===== src/rtl/wed_pkg.sv =====
`timescale 1ns / 1ps

package wed_pkg;

  localparam int DEF_MAX_ELEMENTS = 1024;
  localparam int DEF_FEATURE_BITS = 16;

  localparam int SUM_BITS       = 42;
  localparam int ROOT_BITS      = 21;
  localparam int RANGE_BITS     = 11;
  localparam int CFG_INDEX_BITS = 1;
  localparam int STEP_BITS      = $clog2(ROOT_BITS);

  localparam logic [RANGE_BITS-1:0] RANGE_BEGIN_RESET = RANGE_BITS'(0);
  localparam logic [RANGE_BITS-1:0] RANGE_END_RESET   = RANGE_BITS'(1024);

  localparam logic [CFG_INDEX_BITS-1:0] REG_RANGE_BEGIN = CFG_INDEX_BITS'(0);
  localparam logic [CFG_INDEX_BITS-1:0] REG_RANGE_END   = CFG_INDEX_BITS'(1);

  typedef struct packed {
    logic take;
    logic root_start;
    logic root_run;
  } wed_cmd_t;

  typedef struct packed {
    logic root_last;
  } wed_sts_t;

endpackage


===== src/rtl/windowed_euclidean_distance.sv =====
`timescale 1ns / 1ps

// channel   handshake              payload
// input     in_valid / in_stall    a_value, b_value, last
// output    out_valid / out_stall  distance_out
// config    cfg_write              cfg_index, cfg_data
//
// one element pair per cycle while a vector streams in
// the word with last is followed by an accumulate state (ST_LOAD), 21 square root
// steps (two radicand bits per step) in ST_ROOT and an output state (ST_OUT) that
// holds while out_stall is high
// input stalls from the last word until distance_out is taken
// rst is synchronous: window resets to [0, 1024), sum and index to zero

module windowed_euclidean_distance #(
  parameter int MAX_ELEMENTS = wed_pkg::DEF_MAX_ELEMENTS,
  parameter int FEATURE_BITS = wed_pkg::DEF_FEATURE_BITS
) (
  input  logic                               clk,
  input  logic                               rst,
  input  logic                               cfg_write,
  input  logic [wed_pkg::CFG_INDEX_BITS-1:0] cfg_index,
  input  logic [wed_pkg::RANGE_BITS-1:0]     cfg_data,
  input  logic                               in_valid,
  output logic                               in_stall,
  input  logic signed [FEATURE_BITS-1:0]     a_value,
  input  logic signed [FEATURE_BITS-1:0]     b_value,
  input  logic                               last,
  output logic                               out_valid,
  input  logic                               out_stall,
  output logic [wed_pkg::ROOT_BITS-1:0]      distance_out
);
  import wed_pkg::*;

  wed_cmd_t cmd;
  wed_sts_t sts;

  wed_ctrl u_ctrl (
    .clk       (clk),
    .rst       (rst),
    .in_valid  (in_valid),
    .in_stall  (in_stall),
    .last      (last),
    .out_valid (out_valid),
    .out_stall (out_stall),
    .cmd       (cmd),
    .sts       (sts)
  );

  wed_datapath #(
    .MAX_ELEMENTS (MAX_ELEMENTS),
    .FEATURE_BITS (FEATURE_BITS)
  ) u_datapath (
    .clk          (clk),
    .rst          (rst),
    .cfg_write    (cfg_write),
    .cfg_index    (cfg_index),
    .cfg_data     (cfg_data),
    .a_value      (a_value),
    .b_value      (b_value),
    .last         (last),
    .distance_out (distance_out),
    .cmd          (cmd),
    .sts          (sts)
  );

endmodule


===== src/rtl/wed_ctrl.sv =====
`timescale 1ns / 1ps

module wed_ctrl (
  input  logic              clk,
  input  logic              rst,
  input  logic              in_valid,
  output logic              in_stall,
  input  logic              last,
  output logic              out_valid,
  input  logic              out_stall,
  output wed_pkg::wed_cmd_t cmd,
  input  wed_pkg::wed_sts_t sts
);
  import wed_pkg::*;

  localparam logic [1:0] ST_RUN  = 2'd0;
  localparam logic [1:0] ST_LOAD = 2'd1;
  localparam logic [1:0] ST_ROOT = 2'd2;
  localparam logic [1:0] ST_OUT  = 2'd3;

  logic [1:0] state;
  logic [1:0] state_next;

  assign in_stall       = (state != ST_RUN);
  assign out_valid      = (state == ST_OUT);
  assign cmd.take       = in_valid && (state == ST_RUN);
  assign cmd.root_start = (state == ST_LOAD);
  assign cmd.root_run   = (state == ST_ROOT);

  always_comb begin
    state_next = state;
    case (state)
      ST_RUN: begin
        if (cmd.take && last) state_next = ST_LOAD;
      end
      ST_LOAD: begin
        state_next = ST_ROOT;
      end
      ST_ROOT: begin
        if (sts.root_last) state_next = ST_OUT;
      end
      ST_OUT: begin
        if (!out_stall) state_next = ST_RUN;
      end
      default: begin
        state_next = ST_RUN;
      end
    endcase
  end

  always_ff @(posedge clk) begin
    if (rst) begin
      state <= ST_RUN;
    end else begin
      state <= state_next;
    end
  end

endmodule


===== src/rtl/wed_datapath.sv =====
`timescale 1ns / 1ps

module wed_datapath #(
  parameter int MAX_ELEMENTS = wed_pkg::DEF_MAX_ELEMENTS,
  parameter int FEATURE_BITS = wed_pkg::DEF_FEATURE_BITS
) (
  input  logic                                 clk,
  input  logic                                 rst,
  input  logic                                 cfg_write,
  input  logic [wed_pkg::CFG_INDEX_BITS-1:0]   cfg_index,
  input  logic [wed_pkg::RANGE_BITS-1:0]       cfg_data,
  input  logic signed [FEATURE_BITS-1:0]       a_value,
  input  logic signed [FEATURE_BITS-1:0]       b_value,
  input  logic                                 last,
  output logic [wed_pkg::ROOT_BITS-1:0]        distance_out,
  input  wed_pkg::wed_cmd_t                    cmd,
  output wed_pkg::wed_sts_t                    sts
);
  import wed_pkg::*;

  localparam int IDX_W = $clog2(MAX_ELEMENTS + 1);
  localparam int CMP_W = (IDX_W > RANGE_BITS) ? IDX_W : RANGE_BITS;
  localparam int MAG_W = FEATURE_BITS + 1;
  localparam int EXT_W = (MAG_W > ROOT_BITS) ? MAG_W : ROOT_BITS;
  localparam int REM_W = ROOT_BITS + 2;
  localparam int SH_W  = ROOT_BITS + 4;

  logic [RANGE_BITS-1:0] range_begin;
  logic [RANGE_BITS-1:0] range_end;
  logic [IDX_W-1:0]      element_index;

  // element stage
  logic signed [MAG_W-1:0] diff;
  logic [MAG_W-1:0]        mag;
  logic [EXT_W-1:0]        mag_ext;
  logic                    mag_sat;
  logic [SUM_BITS-1:0]     square;
  logic [CMP_W-1:0]        idx_cmp;
  logic                    idx_live;
  logic                    in_window;

  logic                sq_valid;
  logic [SUM_BITS-1:0] sq_add;
  logic                sq_sat;

  // accumulate stage
  logic [SUM_BITS-1:0] square_sum;
  logic [SUM_BITS:0]   sum_wide;
  logic [SUM_BITS-1:0] sum_next;

  // square root
  logic [SUM_BITS-1:0]  radicand;
  logic [REM_W-1:0]     rem;
  logic [ROOT_BITS-1:0] root;
  logic [STEP_BITS-1:0] step;
  logic [SH_W-1:0]      rem_sh;
  logic [SH_W-1:0]      trial;
  logic                 trial_ok;

  assign diff    = MAG_W'(a_value) - MAG_W'(b_value);
  assign mag     = diff[MAG_W-1] ? MAG_W'(-diff) : MAG_W'(diff);
  assign mag_ext = EXT_W'(mag);
  assign mag_sat = |(mag_ext >> ROOT_BITS);
  assign square  = SUM_BITS'(mag_ext[ROOT_BITS-1:0]) * SUM_BITS'(mag_ext[ROOT_BITS-1:0]);

  assign idx_cmp   = CMP_W'(element_index);
  assign idx_live  = (element_index < IDX_W'(MAX_ELEMENTS));
  assign in_window = idx_live && (idx_cmp >= CMP_W'(range_begin))
                     && (idx_cmp < CMP_W'(range_end));

  assign sum_wide = {1'b0, square_sum} + {1'b0, sq_add};
  assign sum_next = (sq_sat || sum_wide[SUM_BITS]) ? {SUM_BITS{1'b1}}
                                                    : sum_wide[SUM_BITS-1:0];

  assign rem_sh   = {rem, radicand[SUM_BITS-1 -: 2]};
  assign trial    = {2'b00, root, 2'b01};
  assign trial_ok = (rem_sh >= trial);

  assign sts.root_last = (step == STEP_BITS'(ROOT_BITS - 1));
  assign distance_out  = root;

  always_ff @(posedge clk) begin
    if (rst) begin
      range_begin <= RANGE_BEGIN_RESET;
      range_end   <= RANGE_END_RESET;
    end else if (cfg_write) begin
      case (cfg_index)
        REG_RANGE_BEGIN: range_begin <= cfg_data;
        REG_RANGE_END:   range_end   <= cfg_data;
        default: begin
        end
      endcase
    end
  end

  always_ff @(posedge clk) begin
    if (rst) begin
      element_index <= '0;
      sq_valid      <= 1'b0;
    end else begin
      sq_valid <= cmd.take;
      if (cmd.take) begin
        if (last) begin
          element_index <= '0;
        end else if (idx_live) begin
          element_index <= element_index + IDX_W'(1);
        end
      end
    end
  end

  always_ff @(posedge clk) begin
    if (cmd.take) begin
      sq_add <= in_window ? square : '0;
      sq_sat <= in_window && mag_sat;
    end
  end

  always_ff @(posedge clk) begin
    if (rst) begin
      square_sum <= '0;
    end else if (cmd.root_start) begin
      square_sum <= '0;
    end else if (sq_valid) begin
      square_sum <= sum_next;
    end
  end

  // two radicand bits per step, most significant first
  always_ff @(posedge clk) begin
    if (cmd.root_start) begin
      radicand <= sum_next;
      rem      <= '0;
      root     <= '0;
      step     <= '0;
    end else if (cmd.root_run) begin
      radicand <= radicand << 2;
      rem      <= trial_ok ? REM_W'(rem_sh - trial) : REM_W'(rem_sh);
      root     <= {root[ROOT_BITS-2:0], trial_ok};
      step     <= step + STEP_BITS'(1);
    end
  end

endmodule


===== config.mk =====
export PLATFORM = sky130hd
export DESIGN_NAME = windowed_euclidean_distance
export DESIGN_NICKNAME = d
export VERILOG_FILES = /design/src/rtl/wed_pkg.sv /design/src/rtl/windowed_euclidean_distance.sv /design/src/rtl/wed_ctrl.sv /design/src/rtl/wed_datapath.sv
export SDC_FILE = /design/constraint.sdc
export NUM_CORES = 1
export LEC_CHECK = 0
export BUFFER_PORTS_ARGS = -buffer_cell sky130_fd_sc_hd__buf_2
export CORE_MARGIN = 1
export CORE_UTILIZATION = 35
export DETAILED_ROUTE_END_ITERATION = 8
export GPL_TIMING_DRIVEN = 0
export PLACE_DENSITY = 0.5
export SKIP_CTS_REPAIR_TIMING = 1
export SLEW_MARGIN = 15
export SYNTH_ARGS = -nofsm -noshare
export SYNTH_HDL_FRONTEND = slang
export SYNTH_SLANG_ARGS = --single-unit

===== constraint.sdc =====
create_clock -name clk -period 10.65 [get_ports clk]
set_input_delay 0.5325 -clock clk [delete_from_list [all_inputs] [get_ports clk]]
set_output_delay 0.5325 -clock clk [all_outputs]
set_load 0.01 [all_outputs]

== Word level (Yosys, flattened, before mapping) ==
Index checks and enable logic that the tools add are counted.

* Add/subtract/negate cells: 6
* Multiply operators: 1
* $lt $le $gt $ge: 4
* Eq/ne operators: 7
* Muxes and demuxes: 11
* Bitwise gates (word level): 1
* Reduce and logical (&&, ||, !) cells: 13

{| class="wikitable"
|+ Operator list
! cell !! count
|-
| two-way mux 42 bit || 3
|-
| adder 42 x 42 -> 43 bit || 1
|-
| multiplier 17 x 17 -> 34 bit || 1
|-
| >= comparator 25 x 23 -> 1 bit || 1
|-
| two-way mux 23 bit || 1
|-
| subtractor 23 bit || 1
|-
| two-way mux 11 bit || 2
|-
| two-way mux 17 bit || 1
|-
| negator 17 bit || 1
|-
| subtractor 16 x 16 -> 17 bit || 1
|-
| adder 11 x 1 -> 11 bit, second input constant || 1
|-
| >= comparator 11 bit || 1
|-
| less-than comparator 11 bit || 1
|-
| less-than comparator 11 bit, second input constant || 1
|-
| one-hot mux 2 bit (4 select lines) || 1
|-
| two-way mux 2 bit || 3
|-
| AND reduction 2 bit || 3
|-
| nonzero test 2 bit || 3
|-
| adder 5 x 1 -> 5 bit, second input constant || 1
|-
| == test 5 bit, second input constant || 1
|-
| == test 2 bit, second input constant || 2
|-
| logical AND 1 bit || 4
|-
| inequality test 2 bit, second input constant || 2
|-
| AND reduction 3 bit || 1
|-
| other kinds (5) || 5
|}

* Register bits: 211
* Bits of input ports: 50
* Output and inout port bits: 23
* Word-level logic and storage cells: 54

== Logic depth before layout (Yosys ltp) ==
* Depth after elaboration: 5
* Gate-level depth with buffers: 38
* Mapped depth without buffers: 36

== By module ==
A second synthesis with hierarchy kept.

* Cell total of the unflattened synthesis: 2381
* Area total of the unflattened synthesis: 20691.1 um^2

{| class="wikitable"
|+ Modules (own cells, without submodules)
! module !! instances !! cells an instance !! area each (um^2) !! sequential area each (um^2)
|-
| wed_datapath || 1 || 2360 || 20500.9 || 4754.6
|-
| wed_ctrl || 1 || 21 || 190.2 || 40.0
|}

== Worst setup path before layout ==
Ideal clock, no wire load.

* Path type: input to register
* Start point: in a_value[0]
* End point: reg u_datapath.sq_add[33] (data pin)
* Setup time: 260 ps
* Data arrival time: 8697 ps
* Slack: 1693 ps
* Stages on the path: 30
* Buffers on the path: 0
* Path through: inv_1 > ha_1 > fa_1 > nor2b_4 > o31a_4 > o22ai_2 > a211o_2 > a311oi_4 > o2111ai_1 > o21ai_2 > xnor2_1 > nand2_1 > fa_1 > inv_1 > fa_1 > fa_1 > fa_1 > fa_1 > inv_1 > fa_1 > inv_1 > ha_1 > and3_1 > and2_1 > nand2_1 > o41ai_1 > a31oi_1 > a31oi_1 > nor3_1 > mux2_2

* Longest elaborated chain between the ends: 4

{| class="wikitable"
|+ RTL lines
! item !! RTL line !! RTL
|-
| from (decl) || windowed_euclidean_distance.sv:26 || <nowiki>input logic signed [FEATURE_BITS-1:0] a_value,</nowiki>
|-
| subtractor 16 x 16 -> 17 bit * || wed_datapath.sv:60 || <nowiki>assign diff = MAG_W'(a_value) - MAG_W'(b_value);</nowiki>
|-
| negator 17 bit || wed_datapath.sv:61 || <nowiki>assign mag = diff[MAG_W-1] ? MAG_W'(-diff) : MAG_W'(diff);</nowiki>
|-
| two-way mux 17 bit * || wed_datapath.sv:61 ||
|-
| multiplier 17 x 17 -> 34 bit * || wed_datapath.sv:64 || <nowiki>assign square = SUM_BITS'(mag_ext[ROOT_BITS-1:0]) * SUM_BITS'(mag_ext[ROOT_BITS-1:0]);</nowiki>
|-
| to (signal assigned) || wed_datapath.sv:114 || <nowiki>sq_add <= in_window ? square : '0;</nowiki>
|-
| to (decl) || wed_datapath.sv:43 || <nowiki>logic [SUM_BITS-1:0] sq_add;</nowiki>
|}

Mark *: on every way between the ends. The rest lies on a longest branch, timed or not.
A chain may end at the register's enable or synchronous reset.

== Worst setup path in the final report ==
Same ends and word-level chain as after synthesis.

==> impl_metrics.ini <==
[status]
status = finished clean

[sta]
clock.fmax_mhz = 98.6
fin_crit_sh_pct = 95.3
max-slew-margin-rel_pct = 26.3
tightest_slew_ps = 1100
setup_viol = 0
period_needed_ps = 10150
skew_ps = 30.0
rsz0062_at_grt = no
slew_violations = 0
holdWs_ps = 247
finalHoldViolCount = 0
worst_slack_ps = 503

[worst_setup_path]
crit_start = a_value[0]
cp_max_fo = 10
slowest_delay_ps = 760
worstPathRequired_ps = 10950
slowest_stage = o41ai_1
r2r_end = u_datapath.radicand[37]$_DFFE_PP_
r2r_start = u_datapath.sq_add[0]$_SDFFCE_PN0P_
endpoint_kind = flop
cp-start-kind = primary input
path_depth = 33
criticalPathCategory = primary input to flop
r2r_cells = 12
path_buf_inv = 7
rrSetupSlack_ps = 6770
cp_common_cell = fa_1
cpLargestDelayFamily = adder cells
crit_arrival_ps = 10440

[placed_design]
gp_congestion = 0.895
dpl.hpwl_um = 46800
dp_cells = 3342
io_buffer_count = 72
pre_cts_slack_ps = -197

[layout]
nFillCells = 6072
mostFrequentLayoutCell = inv_1
layout.cells.non_filler = 3390
post-route-util_pct = 39.2
nets = 3038
syn2layout_area_growth_pct = 10.7
drive_gt1_share_pct = 6.67
final_cell_mix = 346 x inv_1, 304 x nor2_1, 211 x nand2_1, 205 x ha_1, 194 x fa_1
antenna_cells = 0

[synth]
syn_inst = 2477
synth.avg_cell_area_um2 = 8.62
synth-main-ff-cell = dfxtp_1
synth_area_leaders = fa_1 18%, ha_1 12%, dfxtp_1 12%
synth_area_leader_cell = fa_1
syn_area_mm2 = 0.0213
synth-seq-area-share_pct = 22.5
async_flop_share_pct = 0
ys_warn_count = 0
synth_enable_flop_cells = 75
ys_ff_latch = 202
netlist.area_leader.share_pct = 18.2
synth_cell_types = 101

[global_routing]
track_usage_pct = 18.5
grt_util_met3_pct = 1.26
grt_pass1_wl_um = 94200
use_met2_pct = 32.2
grt-busiest-layer = met2
grt_overflow = 0
grt_pass1_vias = 17900
antenna_found_initial = 0
use_met1_pct = 24.9
grt_max_degree = 34

[route]
avgViaCountPerCell = 5.16
drt_iter0_markers = 891
dr.pass1.iters = 5
vias = 17500
routed_wl_um = 57600
drcViolationCount = 0
ant_nets = 0
wl_per_cell_um = 17.0

[hold_path]
hp-class = primary input to flop
min_path_cells = 3
min_from = cfg_data[5]
hold-path-endpoint = u_datapath.range_end[5]$_SDFFE_PP0P_

[clock_network]
clkTransAtPathRegs_ps = 60
cts_sinks = 202
htree_levels = 1
cts_tree = yes
ctsRootBufferMaster = clkbuf_16
cts_max_path_buffers = 3
cts_buffers = 26
clk_latency_ps = 550

[die]
core-area_mm2 = 0.0602
die-width_um = 249
rows = 90
io_pins = 73
die_area_mm2 = 0.0620
die_y_um = 249
initial_core_util_pct = 35.4

[job]
maxCapViolations = 0
==> layout make-up <==
| cell class | instances | area, µm² | area share, % |
|---|---|---|---|
| timing repair buffer | 73 | 380 | 1.61 |
| multi-input combinational | 1834 | 14900 | 62.9 |
| sequential | 202 | 4790 | 20.3 |
| clock inverter | 10 | 90.1 | 0.381 |
| tap | 782 | 978 | 4.14 |
| clock buffer | 38 | 757 | 3.21 |
| buffer | 96 | 433 | 1.83 |
| inverter | 355 | 1330 | 5.64 |
==> registers in the layout, summed over array words and instances, names as in the netlist <==
name and count:
u_datapath.step 5, u_datapath.range_end 11, u_datapath.distance_out 21, u_datapath.element_index 11
u_datapath.range_begin 11, u_datapath.sq_add 33, u_datapath.rem 23, u_datapath.square_sum 42
u_ctrl.state 2, u_datapath.sq_valid 1, u_datapath.radicand 42
==> logic make-up after synthesis <==
family                     synth area share (%)
AOI/OAI and AO/OA                          17.0
xor gates and xnor gates                   4.43
adders and majority gates                  30.3
buffers and inverters                      8.27
DFF                                        22.5
muxes                                      1.71
other                                    0.0352
and+or+nand+nor                            15.8
==> cells in the mapped netlist, types with 28 or more instances <==
cell	instances
inv_1	347
nor2_1	304
nand2_1	211
ha_1	206
fa_1	194
a21oi_1	149
dfxtp_1	127
clkbuf_1	79
edfxtp_1	75
o21ai_0	75
xnor2_1	58
a21o_1	53
xor2_1	50
a211oi_1	49
a31oi_1	39
nor3_1	38
mux2i_1	33
nand3_1	33
o21a_1	28
==> tightest hold or removal path, stage by stage <==
cell     delay, ps
buf_2          110
nand2_1         50
a21oi_1         50
==> worst max-delay path by stage <==
stage	end	slack (ps)
6_report	u_datapath.sq_add[33]$_SDFFCE_PN0P_	500
5_1_grt	u_datapath.sq_add[32]$_SDFFCE_PN0P_	150
4_1_cts	u_datapath.sq_add[33]$_SDFFCE_PN0P_	370
3_5_place_dp	u_datapath.sq_add[33]$_SDFFCE_PN0P_	-200
3_3_place_gp	u_datapath.sq_add[33]$_SDFFCE_PN0P_	-130
2_1_floorplan	u_datapath.sq_add[33]$_SDFFCE_PN0P_	1690
==> per-layer routing <==
metal	vias to the layer above	part of all wire (%)	wire, µm
met5	-	0	0
met4	0	2.1	1200
met3	79	3.6	2060
met2	401	47	27300
met1	8424	47	27100
li1	8602	-	-
==> per-stage QoR <==
| stage | area, µm² | setup TNS, ps |
|---|---|---|
| after detailed placement | 22800 | -197 |
| after CTS | 23600 | 0 |
| after global routing | 23600 | 0 |
| after global placement | 22700 | -128 |
| after floorplan | 21400 | 0 |
| final | 23600 | 0 |
Power is left out: the tool's default activity adds up to more than one toggle a clock period on the data nets, which glitch-free logic cannot reach.
